File: src/bdq_pkg.sv
// ----------------------------------------------------------------------------
// bdq_pkg
// Shared types and request codes for the bounded double-ended queue.
// ----------------------------------------------------------------------------
package bdq_pkg;

    // Request codes carried in req_type
    localparam logic [2:0] REQ_PUSH_FRONT = 3'd0;
    localparam logic [2:0] REQ_PUSH_REAR  = 3'd1;
    localparam logic [2:0] REQ_POP_FRONT  = 3'd2;
    localparam logic [2:0] REQ_POP_REAR   = 3'd3;
    localparam logic [2:0] REQ_PEEK_FRONT = 3'd4;
    localparam logic [2:0] REQ_PEEK_REAR  = 3'd5;

    localparam int CAP_W  = 9;
    localparam int DATA_W = 32;

    localparam logic [CAP_W-1:0] CAP_RESET = 9'd256;

    // Input beat
    typedef struct packed {
        logic [2:0]               req_type;
        logic signed [DATA_W-1:0] value;
    } t_bdq_in;

    // Result beat
    typedef struct packed {
        logic                     ok;
        logic signed [DATA_W-1:0] data;
        logic                     empty_res;
        logic                     full_res;
    } t_bdq_out;

    // Decision of the pointer unit for one request
    typedef struct packed {
        logic ok;
        logic wr;
        logic rd;
        logic empty_res;
        logic full_res;
    } t_bdq_ctl;

endpackage

File: src/bdq_ptr.sv
// ----------------------------------------------------------------------------
// bdq_ptr
// Front index and element count of the ring, with the ring address and the
// success decision for each request.
// ----------------------------------------------------------------------------
module bdq_ptr #(
    parameter int DEPTH = 256
) (
    input  logic                     i_clk,
    input  logic                     i_rst_n,
    input  logic                     i_fire,
    input  logic [2:0]               i_req_type,
    input  logic [bdq_pkg::CAP_W-1:0] i_capacity,
    output logic [$clog2(DEPTH)-1:0] o_addr,
    output bdq_pkg::t_bdq_ctl        o_ctl
);
    import bdq_pkg::*;

    localparam int IW = $clog2(DEPTH);
    localparam int CW = $clog2(DEPTH + 1);
    localparam int SW = CW + 1;

    logic [IW-1:0] r_front, n_front;
    logic [CW-1:0] r_count, n_count;

    logic [31:0]   cap_w;
    logic [CW-1:0] eff_cap;
    logic          has_room;
    logic          not_empty;
    logic [IW-1:0] front_inc;
    logic [IW-1:0] front_dec;
    logic [SW-1:0] tail_sum;
    logic [SW-1:0] last_sum;
    logic [IW-1:0] tail_slot;
    logic [IW-1:0] last_slot;
    logic          ok;
    logic          wr;
    logic          rd;

    // Saturate the capacity at the ring depth
    assign cap_w   = (32'(i_capacity) > 32'(DEPTH)) ? 32'(DEPTH) : 32'(i_capacity);
    assign eff_cap = CW'(cap_w);

    assign has_room  = r_count < eff_cap;
    assign not_empty = r_count != '0;

    // Neighbor slots of the front, wrapping at the depth
    assign front_inc = (r_front == IW'(DEPTH - 1)) ? '0 : r_front + IW'(1);
    assign front_dec = (r_front == '0) ? IW'(DEPTH - 1) : r_front - IW'(1);

    // Slot past the rear and the rear slot itself, sums stay below twice the depth
    assign tail_sum  = SW'(r_front) + SW'(r_count);
    assign last_sum  = tail_sum - SW'(1);
    assign tail_slot = IW'((tail_sum >= SW'(DEPTH)) ? tail_sum - SW'(DEPTH) : tail_sum);
    assign last_slot = IW'((last_sum >= SW'(DEPTH)) ? last_sum - SW'(DEPTH) : last_sum);

    // Decide the request and the next pointer state
    always_comb begin
        ok      = 1'b0;
        wr      = 1'b0;
        rd      = 1'b0;
        o_addr  = r_front;
        n_front = r_front;
        n_count = r_count;
        case (i_req_type)
            REQ_PUSH_FRONT: begin
                ok     = has_room;
                wr     = has_room;
                o_addr = front_dec;
                if (has_room) begin
                    n_front = front_dec;
                    n_count = r_count + CW'(1);
                end
            end
            REQ_PUSH_REAR: begin
                ok     = has_room;
                wr     = has_room;
                o_addr = tail_slot;
                if (has_room) begin
                    n_count = r_count + CW'(1);
                end
            end
            REQ_POP_FRONT: begin
                ok = not_empty;
                if (not_empty) begin
                    n_front = front_inc;
                    n_count = r_count - CW'(1);
                end
            end
            REQ_POP_REAR: begin
                ok = not_empty;
                if (not_empty) begin
                    n_count = r_count - CW'(1);
                end
            end
            REQ_PEEK_FRONT: begin
                ok     = not_empty;
                rd     = not_empty;
                o_addr = r_front;
            end
            REQ_PEEK_REAR: begin
                ok     = not_empty;
                rd     = not_empty;
                o_addr = last_slot;
            end
            default: begin
                ok = 1'b0;
            end
        endcase
    end

    // Flags as they stand after the request
    assign o_ctl.ok        = ok;
    assign o_ctl.wr        = wr;
    assign o_ctl.rd        = rd;
    assign o_ctl.empty_res = n_count == '0;
    assign o_ctl.full_res  = n_count >= eff_cap;

    // Advance front and count on an accepted beat
    always_ff @(posedge i_clk) begin
        if (!i_rst_n) begin
            r_front <= '0;
            r_count <= '0;
        end else if (i_fire) begin
            r_front <= n_front;
            r_count <= n_count;
        end
    end

    a_count_bound: assert property (@(posedge i_clk) disable iff (!i_rst_n)
        r_count <= CW'(DEPTH))
        else $error("element count above ring depth");

    a_front_bound: assert property (@(posedge i_clk) disable iff (!i_rst_n)
        32'(r_front) < 32'(DEPTH))
        else $error("front index outside ring");

    a_push_grows: assert property (@(posedge i_clk) disable iff (!i_rst_n)
        (i_fire && wr) |=> (r_count == $past(r_count) + CW'(1)))
        else $error("successful push did not grow the count");

    a_fail_holds: assert property (@(posedge i_clk) disable iff (!i_rst_n)
        (i_fire && !ok) |=> ($stable(r_count) && $stable(r_front)))
        else $error("failed request changed the pointers");

endmodule

File: config.mk
export PLATFORM = sky130hd
export DESIGN_NAME = bdq_ptr
export DESIGN_NICKNAME = d
export VERILOG_FILES = /design/src/bdq_pkg.sv /design/src/bdq_ptr.sv
export SDC_FILE = /design/constraint.sdc
export NUM_CORES = 1
export LEC_CHECK = 0
export ABC_AREA = 0
export ABC_CLOCK_PERIOD_IN_PS = 5500
export BUFFER_PORTS_ARGS = -buffer_cell sky130_fd_sc_hd__buf_2
export CELL_PAD_IN_SITES_DETAIL_PLACEMENT = 1
export CELL_PAD_IN_SITES_GLOBAL_PLACEMENT = 1
export CORE_MARGIN = 1
export CORE_UTILIZATION = 47
export DETAILED_ROUTE_END_ITERATION = 10
export HOLD_SLACK_MARGIN = 0.12
export PLACE_DENSITY_LB_ADDON = 0.1
export SYNTH_ARGS = -nofsm -noshare
export SYNTH_HDL_FRONTEND = slang
export SYNTH_SLANG_ARGS = --single-unit
File: constraint.sdc
create_clock -name i_clk -period 5.5 [get_ports i_clk]
set_clock_uncertainty 0.2 [all_clocks]
set_input_delay 0.55 -clock i_clk [delete_from_list [all_inputs] [get_ports i_clk]]
set_output_delay 0.55 -clock i_clk [all_outputs]
set_load 0.005 [all_outputs]
==> flow_summary_export.csv, run 1 <==
group,metric,value,unit
clocking,cts-root-buf,"clkbuf_8",
pwr,comb_power_share,52.4,%
pwr,power.share.clock,19.5,%
worst_setup_path,worst_ep_required_time,4.75,ns
yosys,postSynth.asyncResetShare,0,%
clocking,cts_htree_levels,1,
drt,detail_route.wirelength,8596,um
sta,layout_setup_ws,0.4844,ns
yosys,netlist_instances,383,
sta,setup_viol,0,
floorplan,floorplan.rows,27,
drt,num_vias,2930,
yosys,ys_seq_elements,17,
placement,finalWeightedCongestion,0.8606,
layout,antenna_cells_inserted,0,
yosys,syn-num-nets,433,
placement,place.port_buffers,27,
clocking,cts_buffers,3,
yosys,synth_enable_flop_cells,0,
drt,first_pass_iters,4,
pwr,power.switching,231.1,uW
floorplan,fp.dieArea,0.006109,mm^2
yosys,synth.lib_cells_used.distinct,64,
worst_setup_path,reg2reg_setup_slack,2.56,ns
sta,final_hold_viol_count,0,
min_path,min_delay_path_depth,3,
yosys,average_cell_area_after_synthesis,7.118,um^2
worst_setup_path,timing.rr.start,"r_count[6]$_SDFFE_PN0P_",
floorplan,core-area,0.005540,mm^2
min_path,hold_path_startpoint,"i_rst_n",
drt,remaining_drc_errors,0,
sta,period_share,91.19,%
layout,layout_nets,446,
global_routing,first_global_vias,2853,
clocking,clkSinkCount,17,
floorplan,die-height,78.16,um
worst_setup_path,worst-endpoint-arrival,4.27,ns
sta,final-max-slew-violation-count,0,
floorplan,die_w,78.16,um
floorplan,io_pins,28,
pwr,seqPwrFrac,28.2,%
worst_setup_path,reg2reg_depth,8,
worst_setup_path,timing.setup.critical_path_class,"in2out",
worst_setup_path,worst_r2r_endpoint,"r_front[3]$_SDFFE_PN0P_",
drt,final_antenna_net_count,0,
pwr,power.switching_fraction,43.62,%
clocking,post_cts.repair.setup_buffers,0,
worst_setup_path,timing.critical_path.from_type,"input pin",
sta,rsz0062_at_grt,"false",
sta,fmax,199.4,MHz
pwr,power.ir.vdd_worst,0.1065,mV
sta,final.setup.tns,0,ns
pwr,cellPowerDensity,183.0,mW/mm^2
global_routing,grt_pass1_wl,14060,um
worst_setup_path,crit_fanout,10,
worst_setup_path,worst_setup_path_end_kind,"output pin",
clocking,worst_skew_pair.late_latency,0.26,ns
drt,avgRoutedWirePerCell,18.41,um
drt,detail_route.vias_per_cell,6.274,
sta,tightest_slew,0.8772,ns
sta,slew_headroom,41.07,%
clocking,max-clock-path-buffers,2,
placement,dpl.hpwl,6813,um
clocking,post_cts_hold_buffer_count,0,
layout,flow.area_growth_from_synthesis,6.196,%
pwr,cell_internal_power,298.7,uW
global_routing,globalRouteTotalUtil,28.89,%
yosys,synth.cell_area,0.002726,mm^2
clocking,ctsResizeCount,0,
flow_run,number_of_max_capacitance_violations_reported,0,
yosys,sequential_share_of_the_synthesized_area,12.48,%
drt,first_iter_violations,130,
global_routing,gr-total-overflow,0,
pwr,static-leakage-power,1.252,nW
min_path,hold-path-endpoint,"r_count[8]$_SDFFE_PN0P_",
global_routing,grt_start_max_net_pins,17,
layout,final_core_util,52.26,%
floorplan,start_util,49.21,%
sta,period_needed,5.016,ns
outcome,status,"completed",
yosys,synthesis.yosys.warnings,0,
layout,fraction_of_final_layout_cells_sized_beyond_drive_strength_1,12.15,%
min_path,timing.hold.worst.class,"in2reg",
clocking,clk_pin_slew_worst_paths,0.08,ns
placement,place_worst_setup_slack,0.5441,ns
global_routing,grt_antenna_before_repair,0,
clocking,tritoncts,"yes",
yosys,ys_dominant_reg_cell,"dfxtp_1",
==> worst max-delay path, cell delays in order <==
cell	delay (ns)
buf_2	0.12
clkinv_1	0.23
nand2_1	0.18
ha_1	0.26
a211o_1	0.30
a21oi_1	0.17
o21ai_1	0.28
or3_1	0.39
a2bb2oi_1	0.26
inv_1	0.08
ha_1	0.30
a21o_1	0.16
a21o_1	0.18
a21o_1	0.17
a211o_1	0.28
a21oi_1	0.11
o21ai_0	0.10
buf_2	0.14
==> cell usage after synthesis (all sizes together), types with 7 or more instances <==
cell | number | area share [%]
nor2 | 45 | 6.2
clkbuf | 14 | 2.3
inv | 23 | 3.2
o21ai | 24 | 4.4
a21oi | 26 | 4.9
xnor2 | 12 | 3.9
nand4 | 8 | 1.8
nand3 | 11 | 2.0
buf | 7 | 2.1
a21o | 8 | 2.3
nand2 | 42 | 5.8
a211oi | 9 | 2.7
ha | 34 | 16
dfxtp | 17 | 12
==> per-stage QoR <==
stage	cells	cell area [um^2]	hold slack [ns]	power [mW]
floorplan	383	2726	0.3342	0.3511
global placement	463	2846	0.3978	0.4171
detailed placement	463	2846	0.4231	0.4258
CTS	467	2895	0.3402	0.5290
global route	467	2895	0.3488	0.5676
finish	467	2895	0.3409	0.5298
==> metal layers <==
metal	vias to the layer above	track usage, %	share of wire (%)
met1	1432	35.67	44
met5	-	0	0
li1	1419	-	-
met3	10	0.9302	3.6
met4	0	7.037	1.4
met2	69	54.65	51
==> cells by family (layout without fill, tap and decap cells) <==
| family | count (synthesis) | after routing | share of synthesized area (%) |
|---|---|---|---|
| AOI/OAI and AO/OA | 113 | 113 | 28.73 |
| xor gates and xnor gates | 18 | 18 | 5.782 |
| and+or+nand+nor | 148 | 148 | 26.34 |
| adders and majority gates | 35 | 35 | 16.34 |
| muxes | 7 | 7 | 2.616 |
| DFF | 17 | 17 | 12.48 |
| buffers and inverters | 45 | 57 | 7.710 |
==> power by group through the flow <==
stage | Combinational, mW | Clock [mW] | Sequential, mW
detailed placement | 0.274 | 0 | 0.152
global route | 0.308 | 0.109 | 0.150
CTS | 0.276 | 0.104 | 0.149
global placement | 0.266 | 0 | 0.152
floorplan | 0.211 | 0 | 0.140
finish | 0.277 | 0.103 | 0.149
==> worst max-delay path by stage <==
stage	start	endpoint	cells after the start
CTS	i_capacity[8]	o_ctl[0]	18
floorplan	i_capacity[8]	o_ctl[0]	16
finish	i_capacity[8]	o_ctl[0]	18
global placement	i_capacity[8]	o_ctl[0]	18
detailed placement	i_capacity[8]	o_ctl[0]	18
global route	i_capacity[8]	o_ctl[0]	18
==> layout make-up <==
| class | count | area (um^2) |
|---|---|---|
| flip-flops and latches | 17 | 340.3 |
| clock buffers | 3 | 41.29 |
| inverters | 24 | 90.09 |
| multi-input cells | 321 | 2176 |
| fillers | 740 | 2645 |
| well taps | 72 | 90.09 |
| repair buffers | 29 | 150.1 |
| clock inverters | 1 | 7.507 |
==> cell usage in the layout (no fill, tap or decap), drive strengths merged, types with 4 or more instances in the layout <==
master and n:
dfxtp 17, a31oi 6, a21o 8, a21oi 26, o211ai 4, nand4 8
nor4 5, mux2i 6, nand2b 4, and3 6, buf 29, nand2 42
xnor2 12, nor3b 6, xor2 6, ha 34, inv 23, nor2b 5
nor2 45, nand3 11, nor3 5, o21a 6, o21ai 24, a211oi 9
==> registers in the layout (all words and copies together) (netlist names) <==
register / count
r_count: 9
r_front: 8
(Power assumes the default switching activity.)
==> inputs of run 2 (changes only) <==
--- a/config.mk
+++ b/config.mk
@@ -14,7 +14,9 @@
 export CORE_UTILIZATION = 47
 export DETAILED_ROUTE_END_ITERATION = 10
 export HOLD_SLACK_MARGIN = 0.12
+export MAX_ROUTING_LAYER = met4
 export PLACE_DENSITY_LB_ADDON = 0.1
+export SETUP_SLACK_MARGIN = 0.4
 export SYNTH_ARGS = -nofsm -noshare
 export SYNTH_HDL_FRONTEND = slang
 export SYNTH_SLANG_ARGS = --single-unit
==> flow_summary_export.csv, run 2 (same netlist as run 1, synthesis figures left out) <==
group,metric,value,unit
pwr,cellPowerDensity,183.6,mW/mm^2
global_routing,first_global_vias,2955,
clocking,clk_pin_slew_worst_paths,0.08,ns
pwr,comb_power_share,52.3,%
sta,tightest_slew,0.8867,ns
drt,detail_route.wirelength,8624,um
global_routing,grt_start_max_net_pins,17,
floorplan,floorplan.rows,27,
pwr,power.switching_fraction,43.60,%
layout,layout_nets,446,
worst_setup_path,cp_num_buf_inv,4,
drt,first_iter_violations,143,
floorplan,fp.dieArea,0.006109,mm^2
drt,first_pass_iters,4,
drt,num_vias,2911,
floorplan,die_w,78.16,um
sta,final.setup.tns,0,ns
pwr,static-leakage-power,1.253,nW
layout,flip_flop_count_of_the_largest_register_all_copies_and_words_added,9,
clocking,cts_buffers,3,
layout,layout_commonest_cell,"nor2_1",
sta,period_needed,4.766,ns
worst_setup_path,cpLargestDelayFamily,"compound AO/OA/AOI/OAI gates",
layout,antenna_cells_inserted,0,
outcome,status,"completed",
global_routing,globalRouteTotalUtil,30.32,%
sta,final-max-slew-violation-count,0,
placement,dpl.hpwl,6801,um
clocking,post_cts.repair.setup_buffers,0,
pwr,seqPwrFrac,28.1,%
worst_setup_path,crit_fanout,8,
layout,final_core_util,52.39,%
worst_setup_path,cp_slowest_cell,"or3_1",
worst_setup_path,timing.critical_path.slowest_cell_delay,0.39,ns
pwr,power.share.clock,19.5,%
layout,flow.area_growth_from_synthesis,6.471,%
sta,setup_viol,0,
layout,num-fill-cells,785,
clocking,cts-root-buf,"clkbuf_8",
placement,finalWeightedCongestion,0.8960,
layout,multi_input_area,0.002183,mm^2
sta,rsz0062_at_grt,"false",
sta,slew_headroom,40.43,%
pwr,power.ir.vdd_worst,0.1034,mV
floorplan,die-height,78.16,um
clocking,tritoncts,"yes",
flow_run,number_of_max_capacitance_violations_reported,0,
layout,registers.top_by_ff_count,"r_count",
worst_setup_path,critical_path.most_common_cell,"a21o_1",
floorplan,io_pins,28,
clocking,max-clock-path-buffers,2,
drt,avgRoutedWirePerCell,18.47,um
placement,place.port_buffers,27,
floorplan,start_util,49.21,%
layout,layout_top_registers,"r_count (9), r_front (8)",
drt,remaining_drc_errors,0,
clocking,worst_skew_pair.late_latency,0.26,ns
global_routing,grt_antenna_before_repair,0,
global_routing,gr-total-overflow,0,
pwr,cell_internal_power,300.6,uW
worst_setup_path,timing.setup.critical_path_class,"in2out",
clocking,clkSinkCount,17,
worst_setup_path,worst_setup_path_end_kind,"output pin",
min_path,timing.hold.worst.class,"in2reg",
sta,period_share,86.66,%
clocking,cts_htree_levels,1,
layout,mostFrequentLayoutCells,"nor2_1 (45), nand2_1 (42), ha_1 (34)",
worst_setup_path,worst_ep_required_time,4.75,ns
drt,final_antenna_net_count,0,
clocking,ctsResizeCount,0,
clocking,post_cts_hold_buffer_count,0,
sta,fmax,209.8,MHz
global_routing,grt_pass1_wl,14280,um
worst_setup_path,worst-endpoint-arrival,4.02,ns
floorplan,core-area,0.005540,mm^2
sta,final_hold_viol_count,0,
worst_setup_path,critical_path_cell_by_cell,"buf_2 -> clkinv_1 -> nand2_1 -> ha_1 -> a211o_1 -> a21oi_1 -> o21ai_1 -> or3_1 -> a2bb2oi_2 -> inv_1 -> ha_1 -> a21o_1 -> a21o_1 -> a21o_1 -> a211o_1 -> a21oi_1 -> o21ai_0 -> buf_2",
layout,ff_latch_area,340.3,um^2
layout,fraction_of_final_layout_cells_sized_beyond_drive_strength_1,12.66,%
drt,detail_route.vias_per_cell,6.233,
worst_setup_path,timing.critical_path.from_type,"input pin",
pwr,power.switching,232.4,uW
==> run 2: cell count changes in the layout (fill, tap and decap cells not counted) <==
cell       delta
a2bb2oi_1     -1
a2bb2oi_2     +1
o21a_1        -1
o21a_2        +1
==> run 2: tightest hold or removal path: stages <==
cell	delay, ns
buf_2	0.10
o21ai_0	0.06
a31oi_1	0.04
==> run 2: cell type report <==
type / count / share of cell area [%]
clock inverters: 1 / 0.2586
well taps: 72 / 3.103
multi-input cells: 321 / 75.22
inverters: 24 / 3.103
repair buffers: 29 / 5.172
flip-flops and latches: 17 / 11.72
clock buffers: 3 / 1.422
==> run 2: metal layers <==
layer	GRT usage (%)	up-vias	part of all wire (%)
li1	-	1420	-
met1	35.96	1390	44
met2	53.07	81	49
met3	2.907	20	3.8
met4	11.11	0	2.2
met5	-	-	0
==> run 2: worst paths after layout <==
check	start	to	slack [ns]	cells past startpoint
worst max-delay path	i_capacity[8]	o_ctl[0]	0.73	18
worst min-delay path	i_rst_n	r_count[8]$_SDFFE_PN0P_	0.34	3
worst max register to register	r_count[2]$_SDFFE_PN0P_	r_front[3]$_SDFFE_PN0P_	2.54	9
worst min register to register	r_count[8]$_SDFFE_PN0P_	r_count[8]$_SDFFE_PN0P_	0.42	2
==> run 2: power groups by stage <==
stage | Clock (mW) | Combinational (mW) | Sequential (mW)
2_1_floorplan | 0 | 0.211 | 0.140
3_3_place_gp | 0 | 0.266 | 0.152
3_5_place_dp | 0 | 0.273 | 0.153
4_1_cts | 0.106 | 0.275 | 0.150
5_1_grt | 0.110 | 0.312 | 0.152
6_report | 0.104 | 0.279 | 0.150
==> run 2: metrics by stage <==
stage	power [mW]	hold slack, ns	cell area (um^2)	setup WS [ns]	std cells
detailed placement	0.4257	0.4101	2846	0.6827	463
finish	0.5330	0.3381	2903	0.7335	467
CTS	0.5308	0.3418	2895	0.6749	467
floorplan	0.3511	0.3342	2726	1.262	383
global placement	0.4184	0.3980	2846	0.7424	463
global route	0.5738	0.3572	2903	0.4503	467
